`config.mk`:
```
export PLATFORM = sky130hd
export DESIGN_NAME = range_tagged_block_directory
export DESIGN_NICKNAME = d
export VERILOG_FILES = /design/src/sv/rtbd_pkg.sv /design/src/sv/rtbd_ctrl.sv /design/src/sv/rtbd_datapath.sv /design/src/sv/range_tagged_block_directory.sv
export VERILOG_INCLUDE_DIRS = /design/src /design/src/sv
export SDC_FILE = /design/constraint.sdc
export NUM_CORES = 2
export LEC_CHECK = 0
export ABC_AREA = 1
export BUFFER_PORTS_ARGS = -buffer_cell sky130_fd_sc_hd__buf_2
export CAP_MARGIN = 30
export CELL_PAD_IN_SITES_DETAIL_PLACEMENT = 0
export CELL_PAD_IN_SITES_GLOBAL_PLACEMENT = 1
export CORE_UTILIZATION = 55
export CTS_CLUSTER_SIZE = 16
export DETAILED_ROUTE_END_ITERATION = 7
export PLACE_DENSITY = 0.9
export SETUP_SLACK_MARGIN = 0.4
export SLEW_MARGIN = 20
export SYNTH_ARGS = -nofsm -noshare
export SYNTH_HDL_FRONTEND = slang
export SYNTH_SLANG_ARGS = --single-unit
```
`constraint.sdc`:
```
create_clock -name clk -period 30.3 [get_ports clk]
set_input_delay 6.06 -clock clk [delete_from_list [all_inputs] [get_ports clk]]
set_output_delay 6.06 -clock clk [all_outputs]
set_load 0.005 [all_outputs]
```
`src/sv/range_tagged_block_directory_defines.svh`:
```
// Assertion macros for the range-tagged block directory.
// Depends on nothing; included by the top level only.
`ifndef RANGE_TAGGED_BLOCK_DIRECTORY_DEFINES_SVH
`define RANGE_TAGGED_BLOCK_DIRECTORY_DEFINES_SVH

// same-cycle implication, disabled in reset
`define RTBD_ASSERT_NOW(label, clk, rst, ante, cons) \
  label: assert property (@(posedge clk) disable iff (rst) (ante) |-> (cons)) \
    else $error("rtbd assertion failed");

// next-cycle implication, disabled in reset
`define RTBD_ASSERT_NEXT(label, clk, rst, ante, cons) \
  label: assert property (@(posedge clk) disable iff (rst) (ante) |=> (cons)) \
    else $error("rtbd assertion failed");

`endif

```
`src/sv/rtbd_pkg.sv`:
```
// Shared types and codes for the range-tagged block directory.
// Depends on nothing; used by every module of the block.
package rtbd_pkg;

  localparam int DEFAULT_ENTRIES = 16;

  localparam int ACT_W    = 3;
  localparam int FID_W    = 64;
  localparam int OFF_W    = 48;
  localparam int LEN_W    = 32;
  localparam int SEL_W    = 4;
  localparam int STAT_W   = 2;
  localparam int SLOT_W   = 4;
  localparam int REM_W    = 5;
  localparam int TOTAL_W  = 36;
  localparam int END_W    = OFF_W + 1;
  localparam int REM_MAX  = 31;

  localparam logic [ACT_W-1:0] ACT_RESERVE   = 3'd0;
  localparam logic [ACT_W-1:0] ACT_FIND      = 3'd1;
  localparam logic [ACT_W-1:0] ACT_CLR_FID   = 3'd2;
  localparam logic [ACT_W-1:0] ACT_CLR_OFF   = 3'd3;
  localparam logic [ACT_W-1:0] ACT_DELETE    = 3'd4;
  localparam logic [ACT_W-1:0] ACT_CLR_ALL   = 3'd5;

  localparam logic [STAT_W-1:0] ST_OK   = 2'd0;
  localparam logic [STAT_W-1:0] ST_FULL = 2'd1;
  localparam logic [STAT_W-1:0] ST_MISS = 2'd2;

  typedef struct packed {
    logic [ACT_W-1:0] action;
    logic [FID_W-1:0] file_id;
    logic [OFF_W-1:0] start_offset;
    logic [LEN_W-1:0] length;
    logic [SEL_W-1:0] slot_index;
  } req_t;

  typedef struct packed {
    logic [STAT_W-1:0]  status;
    logic [SLOT_W-1:0]  found_slot;
    logic [REM_W-1:0]   removed_count;
    logic [TOTAL_W-1:0] total_bytes;
  } rsp_t;

  typedef struct packed {
    logic [FID_W-1:0] file_id;
    logic [OFF_W-1:0] start;
    logic [LEN_W-1:0] length;
  } entry_t;

  typedef struct packed {
    logic load;
    logic rd_en;
    logic finish;
  } ctrl_cmd_t;

endpackage

```
`src/sv/rtbd_ctrl.sv`:
```
// Scan sequencer for the range-tagged block directory.
// Depends on rtbd_pkg; drives the datapath through ctrl_cmd_t and a read address.
module rtbd_ctrl #(
  parameter int ENTRIES = rtbd_pkg::DEFAULT_ENTRIES,
  parameter int IDX_W   = (ENTRIES > 1) ? $clog2(ENTRIES) : 1
) (
  input  logic                  clk,
  input  logic                  rst,
  input  logic                  start,
  output logic                  busy,
  output rtbd_pkg::ctrl_cmd_t   cmd,
  output logic [IDX_W-1:0]      rd_addr
);
  import rtbd_pkg::*;

  localparam logic [1:0] S_IDLE  = 2'd0;
  localparam logic [1:0] S_SCAN  = 2'd1;
  localparam logic [1:0] S_DRAIN = 2'd2;

  localparam logic [IDX_W-1:0] LAST_IDX = IDX_W'(ENTRIES - 1);

  logic [1:0]       state, state_next;
  logic [IDX_W-1:0] idx, idx_next;

  always_comb begin
    state_next = state;
    idx_next   = idx;
    cmd        = '0;
    case (state)
      S_IDLE: begin
        if (start) begin
          cmd.load   = 1'b1;
          idx_next   = '0;
          state_next = S_SCAN;
        end
      end
      S_SCAN: begin
        cmd.rd_en = 1'b1;
        idx_next  = idx + 1'b1;
        if (idx == LAST_IDX) begin
          state_next = S_DRAIN;
        end
      end
      S_DRAIN: begin
        cmd.finish = 1'b1;
        state_next = S_IDLE;
      end
      default: begin
        state_next = S_IDLE;
      end
    endcase
  end

  always_ff @(posedge clk) begin
    if (rst) begin
      state <= S_IDLE;
      idx   <= '0;
    end else begin
      state <= state_next;
      idx   <= idx_next;
    end
  end

  assign busy    = (state != S_IDLE);
  assign rd_addr = idx;

endmodule

```
`src/sv/rtbd_datapath.sv`:
```
// Entry memory, valid bits, match logic and result register of the directory.
// Depends on rtbd_pkg; sequenced by rtbd_ctrl.
module rtbd_datapath #(
  parameter int ENTRIES = rtbd_pkg::DEFAULT_ENTRIES,
  parameter int IDX_W   = (ENTRIES > 1) ? $clog2(ENTRIES) : 1
) (
  input  logic                 clk,
  input  logic                 rst,
  input  rtbd_pkg::ctrl_cmd_t  cmd,
  input  logic [IDX_W-1:0]     rd_addr,
  input  rtbd_pkg::req_t       req,
  output logic                 done,
  output rtbd_pkg::rsp_t       rsp
);
  import rtbd_pkg::*;

  localparam int CNT_W = $clog2(ENTRIES + 1);
  localparam int CMP_W = (IDX_W > SEL_W) ? IDX_W : SEL_W;

  entry_t             mem [ENTRIES];
  entry_t             rd_data;
  req_t               req_r;
  logic [END_W-1:0]   req_end;
  logic               eval_en;
  logic [IDX_W-1:0]   eval_idx;
  logic [ENTRIES-1:0] valid, valid_next;
  logic               found, found_next;
  logic [IDX_W-1:0]   found_idx, found_idx_next;
  logic [CNT_W-1:0]   cnt, cnt_next;
  logic [TOTAL_W-1:0] total, total_next;

  logic             cur_valid;
  logic             fid_hit;
  logic             start_le;
  logic             end_ge;
  logic             reserve_hit;
  logic             find_hit;
  logic             drop;
  logic [STAT_W-1:0] status_next;

  assign cur_valid = valid[eval_idx];
  assign fid_hit   = (rd_data.file_id == req_r.file_id);
  assign start_le  = (rd_data.start <= req_r.start_offset);
  assign end_ge    = ((END_W'(rd_data.start) + END_W'(rd_data.length)) >= req_end);

  always_comb begin
    reserve_hit = 1'b0;
    find_hit    = 1'b0;
    drop        = 1'b0;
    case (req_r.action)
      ACT_RESERVE: reserve_hit = eval_en && !cur_valid && !found;
      ACT_FIND:    find_hit = eval_en && cur_valid && !found && fid_hit && start_le && end_ge;
      ACT_CLR_FID: drop = eval_en && cur_valid && fid_hit;
      ACT_CLR_OFF: drop = eval_en && cur_valid && fid_hit && start_le;
      ACT_DELETE:  drop = eval_en && cur_valid &&
                          (CMP_W'(eval_idx) == CMP_W'(req_r.slot_index));
      ACT_CLR_ALL: drop = eval_en && cur_valid;
      default:     drop = 1'b0;
    endcase
  end

  always_comb begin
    valid_next     = valid;
    found_next     = found;
    found_idx_next = found_idx;
    cnt_next       = cnt;
    total_next     = total;
    if (reserve_hit) begin
      valid_next[eval_idx] = 1'b1;
      total_next           = total + TOTAL_W'(req_r.length);
    end
    if (reserve_hit || find_hit) begin
      found_next     = 1'b1;
      found_idx_next = eval_idx;
    end
    if (drop) begin
      valid_next[eval_idx] = 1'b0;
      total_next           = total - TOTAL_W'(rd_data.length);
      cnt_next             = cnt + 1'b1;
    end
  end

  always_comb begin
    case (req_r.action)
      ACT_RESERVE: status_next = found_next ? ST_OK : ST_FULL;
      ACT_FIND:    status_next = found_next ? ST_OK : ST_MISS;
      ACT_CLR_FID,
      ACT_CLR_OFF,
      ACT_CLR_ALL: status_next = ST_OK;
      ACT_DELETE:  status_next = (cnt_next != '0) ? ST_OK : ST_MISS;
      default:     status_next = ST_MISS;
    endcase
  end

  always_ff @(posedge clk) begin
    if (reserve_hit) begin
      mem[eval_idx] <= '{file_id: req_r.file_id, start: req_r.start_offset,
                         length: req_r.length};
    end
    if (cmd.rd_en) begin
      rd_data <= mem[rd_addr];
    end
  end

  always_ff @(posedge clk) begin
    eval_idx <= rd_addr;
    if (cmd.load) begin
      req_r   <= req;
      req_end <= END_W'(req.start_offset) + END_W'(req.length);
    end
    if (cmd.finish) begin
      rsp.status        <= status_next;
      rsp.found_slot    <= found_next ? SLOT_W'(found_idx_next) : '0;
      rsp.removed_count <= (32'(cnt_next) > 32'(REM_MAX)) ? REM_W'(REM_MAX)
                                                           : REM_W'(cnt_next);
      rsp.total_bytes   <= total_next;
    end
  end

  always_ff @(posedge clk) begin
    if (rst) begin
      eval_en   <= 1'b0;
      valid     <= '0;
      found     <= 1'b0;
      found_idx <= '0;
      cnt       <= '0;
      total     <= '0;
      done      <= 1'b0;
    end else begin
      eval_en <= cmd.rd_en;
      done    <= cmd.finish;
      valid   <= valid_next;
      total   <= total_next;
      if (cmd.load) begin
        found     <= 1'b0;
        found_idx <= '0;
        cnt       <= '0;
      end else begin
        found     <= found_next;
        found_idx <= found_idx_next;
        cnt       <= cnt_next;
      end
    end
  end

endmodule

```
`src/sv/range_tagged_block_directory.sv`:
```
// Top level of the range-tagged block directory: sequencer plus datapath.
// Depends on rtbd_pkg, rtbd_ctrl, rtbd_datapath and the defines header.
//
// Usage:
//   Request channel: drive req and raise start; the transaction is taken at
//   a rising edge where start is high and busy is low. busy stays high
//   until the result has been produced.
//   Result channel: done pulses for exactly one cycle with rsp holding
//   status, found_slot, removed_count and total_bytes.
// Timing:
//   Every action walks all ENTRIES slots of the entry memory, one read per
//   cycle, then evaluates the last slot in the drain state. done rises in
//   the same cycle that busy falls, so a new request can be taken while done
//   is high; no new request is taken while a scan is still running.
// Reset:
//   rst clears all valid bits, the byte total and the sequencer; the entry
//   memory is not cleared and needs no clearing pass.
// Receiver:
//   The receiver cannot stall; rsp is valid only while done is high.
module range_tagged_block_directory #(
  parameter int ENTRIES = rtbd_pkg::DEFAULT_ENTRIES
) (
  input  logic            clk,
  input  logic            rst,
  input  logic            start,
  output logic            busy,
  input  rtbd_pkg::req_t  req,
  output logic            done,
  output rtbd_pkg::rsp_t  rsp
);
  import rtbd_pkg::*;

  `include "range_tagged_block_directory_defines.svh"

  localparam int IDX_W = (ENTRIES > 1) ? $clog2(ENTRIES) : 1;

  ctrl_cmd_t        cmd;
  logic [IDX_W-1:0] rd_addr;

  rtbd_ctrl #(
    .ENTRIES (ENTRIES),
    .IDX_W   (IDX_W)
  ) u_ctrl (
    .clk     (clk),
    .rst     (rst),
    .start   (start),
    .busy    (busy),
    .cmd     (cmd),
    .rd_addr (rd_addr)
  );

  rtbd_datapath #(
    .ENTRIES (ENTRIES),
    .IDX_W   (IDX_W)
  ) u_datapath (
    .clk     (clk),
    .rst     (rst),
    .cmd     (cmd),
    .rd_addr (rd_addr),
    .req     (req),
    .done    (done),
    .rsp     (rsp)
  );

  `RTBD_ASSERT_NOW(a_done_idle, clk, rst, done, !busy)
  `RTBD_ASSERT_NEXT(a_accept_busy, clk, rst, start && !busy, busy)
  `RTBD_ASSERT_NEXT(a_finish_done, clk, rst, cmd.finish, done)
  `RTBD_ASSERT_NEXT(a_load_scan, clk, rst, cmd.load, cmd.rd_en && !done)

endmodule

```
# Word level (Yosys, flattened, before mapping)
# Memories as Yosys holds them, arrays and structs flattened. A register that Yosys moved wholly into a read port is not among the register bits.
# Cells that the tools add are included.
[totals]
word_cells = 98
out_inout_bits = 49
ff_bits = 321
ram_bits = 2304
in_bits = 154
mem_count = 1
[memory_table]
columns = ["memory", "words", "width", "read_ports", "rd_ports_with_merged_regs", "wr", "line_no", "rtl"]
rows = [
  ["u_datapath.mem", 16, 144, 1, 1, 1, "rtbd_datapath.sv:20", "entry_t mem [ENTRIES];"],
]
[op_classes]
order_cmp = 4
n_reduce_logical = 23
muxes = 29
add_sub_neg = 6
eq_ne = 12
bitwise_logic = 3
[op_table]
columns = ["op", "n"]
rows = [
  ["$add 48x32->49", 2],
  ["$mux 36", 2],
  ["$eq 64x64->1", 1],
  ["$ge 49x49->1", 1],
  ["$le 48x48->1", 1],
  ["$add 36x32->36", 1],
  ["$sub 36x32->36", 1],
  ["$mux 16", 2],
  ["$and 16x16->16", 1],
  ["$not 16->16", 1],
  ["$or 16x16->16", 1],
  ["$mux 1", 12],
  ["$logic_and 1x1->1", 11],
  ["$mux 2", 4],
  ["$mux 4", 2],
  ["$pmux 2 s4", 1],
  ["$pmux 4 s2", 1],
  ["$eq 3x2->1 const B", 2],
  ["$eq 3x3->1 const B", 2],
  ["$add 5x1->5 const B", 1],
  ["$lt 4x5->1 const B", 1],
  ["$mux 5", 1],
  ["$reduce_bool 5->1", 1],
  ["$add 4x1->4 const B", 1],
  ["20 further kinds", 23],
]

# Longest topological paths before layout
[depth]
word_depth = 12
mapped_depth = 31
depth_no_buf = 31

# Hierarchy
# From an unflattened synthesis, not the netlist that was laid out.
[unflattened]
cells_unflattened = 9424
hier_area_um2 = 116239.0
[by_module_without_submodules]
columns = ["mod", "area_each_um2", "instances", "seq_area_each_um2", "cells_per_inst"]
rows = [
  ["rtbd_datapath", 115926.2, 1, 82288.9, 9378],
  ["rtbd_ctrl", 312.8, 1, 120.1, 46],
]

# Worst setup path before layout
# Ideal clock, no wire load.
[synth_path]
path_kind = "input-to-reg"
from = "input start"
to = "register u_ctrl.idx[1], in the netlist u_ctrl.rd_addr[1]"
cell_stages = 4
t_required_ns = 30.176
setup_time_ns = 0.124
t_arrival_ns = 15.578
path_buffers = 0
slack_ns = 14.599
path_cell_list = "inv_1 nor2_1 nor2_1 a32o_1"
[synth_via]
elab_chain_len = 2
[synth_rtl]
columns = ["item", "line_no", "rtl"]
rows = [
  ["from (decl)", "range_tagged_block_directory.sv:25", "input logic start,"],
  ["$ne 2x2->1 (no line)", "--", ""],
  ["$reduce_and 2->1 (no line)", "--", ""],
  ["to (signal assigned)", "rtbd_ctrl.sv:60", "idx <= idx_next;"],
  ["to (decl)", "rtbd_ctrl.sv:23", "logic [IDX_W-1:0] idx, idx_next;"],
]
# No other way between the ends.
# A chain may end at the register's enable or synchronous reset.

# Worst setup path in the final report
[layout_path]
from = "input req[4] (netlist name)"
to = "register u_datapath.req_end[42] (data pin)"
[layout_via]
elab_chain_len = 1
[layout_rtl]
columns = ["item", "line_no", "rtl"]
rows = [
  ["from (decl)", "range_tagged_block_directory.sv:27", "input rtbd_pkg::req_t req,"],
  ["$add 48x32->49", "rtbd_datapath.sv:109", "req_end <= END_W'(req.start_offset) + END_W'(req.length);"],
  ["to (signal assigned)", "rtbd_datapath.sv:109", ""],
  ["to (decl)", "rtbd_datapath.sv:23", "logic [END_W-1:0] req_end;"],
]
# No other way between the ends.

==> flow_summary_export.csv <==
group,metric,value,unit
drt,wl_per_cell,26.5,um
synthesis,synth_area_per_cell,12.3,um^2
synthesis,ys_ff_latch,2769,
synthesis,synth_seq_area_share,70.9,%
timing,worst_slew_pin_slew,1.29,ns
synthesis,yosysWarningCount,0,
global_routing,grt_overflow,0,
global_routing,antenna_found_initial,29,
final_layout,fin_area,0.129,mm^2
hold_path,min_path_type,"flop to flop",
clock_tree,clk_pin_slew_worst_paths,0.07,ns
final_layout,drive_above_1_share,7.88,%
floorplan,fp.dieW,462,um
drt,drt-pass1-iter-count,8,
synthesis,synth-edff-count,2695,
global_routing,grt_max_degree,204,
drt,drtAntennaViolNets,0,
timing,finalCriticalPeriod,8.54,ns
flow_run,cap_violations,0,
setup_path,r2r-start,"u_datapath.rd_data[0]",
synthesis,synthesis.instances,9425,
timing,skew,0.0712,ns
global_routing,grt_pass1_wl,485000,um
setup_path,critical_path_peak_fanout,5,
synthesis,synth_top_area_share,69.7,%
final_layout,fin_nets,9924,
floorplan,core_area,0.210,mm^2
global_routing,track_usage,30.8,%
drt,drt-total-wl,333000,um
timing,fmax,0.117,GHz
synthesis,synth_common_cells,"edfxtp_1, nor2_1, o21ai_0, nand2_1, inv_1",
hold_path,holdPathStages,0,
clock_tree,htreeDepth,5,
setup_path,reg2reg_depth,24,
timing,drv_slew,0,
synthesis,async_flop_share,0,%
drt,drc_errors,0,
setup_path,setup.worst_path.class,"primary input to flop",
placement,post-dp-hpwl,187000,um
setup_path,rrSetupSlack,24.12,ns
final_layout,area_growth,11.3,%
synthesis,yosysTopAreaCell,"edfxtp_1",
global_routing,grt_pass1_vias,76500,
synthesis,yosysMostFrequentCell,"edfxtp_1",
floorplan,die_height,462,um
power,power_per_cell_area,66.3,mW/mm^2
synthesis,syn_area,0.116,mm^2
drt,drt_iter0_markers,10900,
setup_path,cp-start-kind,"primary input",
placement,numPortBuffers,202,
floorplan,rows,168,
hold_path,min_to,"u_datapath.eval_idx[3]",
setup_path,critical_path.endpoint_type,"flop",
timing,setup_viol,0,
clock_tree,post_cts_buffers,0,
synthesis,ys.flop_type,"edfxtp_1",
drt,viasPerCell,6.31,
synthesis,postSynthNetCount,9810,
timing,finalCritPeriodShare,28.2,%
placement,placed_area,0.120,mm^2
clock_tree,cts_tree,"done",
floorplan,floorplan.initialDensity,55.4,%
setup_path,critPathArrivalTime,9.20,ns
clock_tree,cts_made_buffers,297,
clock_tree,cts_root_buffer,"clkbuf_16",
clock_tree,postCtsResizedCells,0,
clock_tree,cts_hold_buf,0,
timing,hold_viol,0,
placement,place_congestion,0.981,
floorplan,io_pins,203,
setup_path,required,30.95,ns
clock_tree,cts_sinks,2769,
outcome,status,"finished, final reports clean",
clock_tree,insertion_delay,0.95,ns
power,p_leak,44.9,nW
final_layout,multi_input_area,0.0300,mm^2
hold_path,hp-start,"u_ctrl.rd_addr[3]",
final_layout,fillers,15700,
setup_path,startpoint,"req[4]",
synthesis,synth_area_leaders,"edfxtp_1, o21ai_0, nor2_1",
timing,rsz0062_at_grt,"no",
timing,relSlewSlack,13.8,%
final_layout,seq_area,0.0824,mm^2
power,ir_drop,0.0740,mV
clock_tree,cts_buffer_depth,4,
drt,routed-via-count,79200,
synthesis,yosysUniqueCellTypes,53,
timing,fin_setup_tns,0,ns
setup_path,reg2reg_to,"u_datapath.rsp[45]",
floorplan,dieArea,0.213,mm^2
## registers in the layout, indices dropped and copies added, names as in the netlist, 4 cells and up
register and cells:
u_ctrl.rd_addr 4, u_datapath.cnt 5, u_datapath.eval_idx 4, u_datapath.found_idx 4, u_datapath.mem 2304, u_datapath.rd_data 144
u_datapath.req_end 49, u_datapath.req_r 151, u_datapath.rsp 47, u_datapath.total 36, u_datapath.valid 16
## cell usage in the layout, fill, tap and decap left out, types with 39 or more instances in the layout
cell | Yosys | layout
edfxtp_1 | 2695 | 2695
nor2_1 | 1604 | 1601
o21ai_0 | 1419 | 1419
nand2_1 | 806 | 805
inv_1 | 500 | 496
o22ai_1 | 347 | 347
clkbuf_16 | 0 | 305
o221ai_1 | 273 | 273
a21oi_1 | 236 | 236
ha_1 | 227 | 227
buf_2 | 27 | 202
nand3_1 | 167 | 167
xor2_1 | 111 | 111
o211ai_1 | 110 | 110
buf_4 | 4 | 95
dfxtp_1 | 74 | 70
clkinv_1 | 1 | 69
xnor2_1 | 48 | 48
clkbuf_1 | 449 | 46
a31oi_1 | 43 | 43
clkinv_2 | 0 | 42
nand4_1 | 39 | 39
## worst max-delay path by stage
stage / endpoint / slack, ns / cells past startpoint
floorplan: u_ctrl.rd_addr[1] / 14.60 / 4
global placement: u_datapath.req_end[38] / 20.91 / 16
detailed placement: u_datapath.req_end[38] / 20.97 / 16
CTS: u_datapath.req_end[42] / 21.92 / 16
global route: u_datapath.req_end[38] / 21.69 / 16
finish: u_datapath.req_end[42] / 21.76 / 16
## final cells by class
cell class,instances,area share (%)
Timing Repair Buffer,321,1.75
Clock inverter,157,1.05
Tap cell,2805,2.71
Clock buffer,351,6.04
Sequential cell,2769,63.8
Multi-Input combinational cell,5647,23.2
Antenna cell,10,0.0194
Inverter,503,1.48
## per-stage QoR
step                      hold slack, ns  utilization [%]  power (mW)  worst slack, ns  instances
after global placement             0.441             57.1        5.13            20.91      12000
after global routing               0.460             61.6        8.82            21.69      12600
after detailed placement           0.441             57.2        5.16            20.97      12000
after CTS                          0.454             61.5        8.58            21.92      12500
after floorplan                    0.329                -        4.90            14.60       9425
final                              0.456             61.6        8.58            21.76      12600
## power by group
part	leakage, nW	internal, mW	switching (mW)
logic	15.4	0.222	0.485
clock network	4.46	2.02	1.45
registers	25.0	4.28	0.116
total	44.9	6.52	2.06
## cell families (layout without fill, tap and decap cells)
group,Yosys count,after routing,share of synthesized area [%]
DFF,2769,2769,70.9
and+or+nand+nor,2715,2715,9.21
AOI/OAI and AO/OA,2520,2520,12.6
buffers and inverters,1009,1332,3.34
adders and majority gates,231,231,2.51
xor gates and xnor gates,159,159,1.20
muxes,22,22,0.190
other,0,10,0
## critical path, cell delays in order
cell	delay [ns]
buf_2	0.09
ha_1	0.18
inv_1	0.06
fa_1	0.51
nand3b_1	0.22
nand2_1	0.16
a21oi_1	0.12
o21ai_1	0.22
nand2_1	0.08
nand2_1	0.13
inv_1	0.08
o21ai_0	0.55
nand2_1	0.10
o211ai_1	0.30
nand2_1	0.14
xor2_1	0.17
## layer usage
| metal | track usage (%) | wire [um] | up-vias |
|---|---|---|---|
| met2 | 49.0 | 156000 | 4764 |
| met1 | 42.0 | 128000 | 38900 |
| met4 | 12.6 | 12700 | 18 |
| met3 | 5.75 | 36600 | 754 |
| met5 | 0 | 119 | - |
| li1 | - | - | 34800 |
No activity file was read; power rests on OpenSTA's default activity.
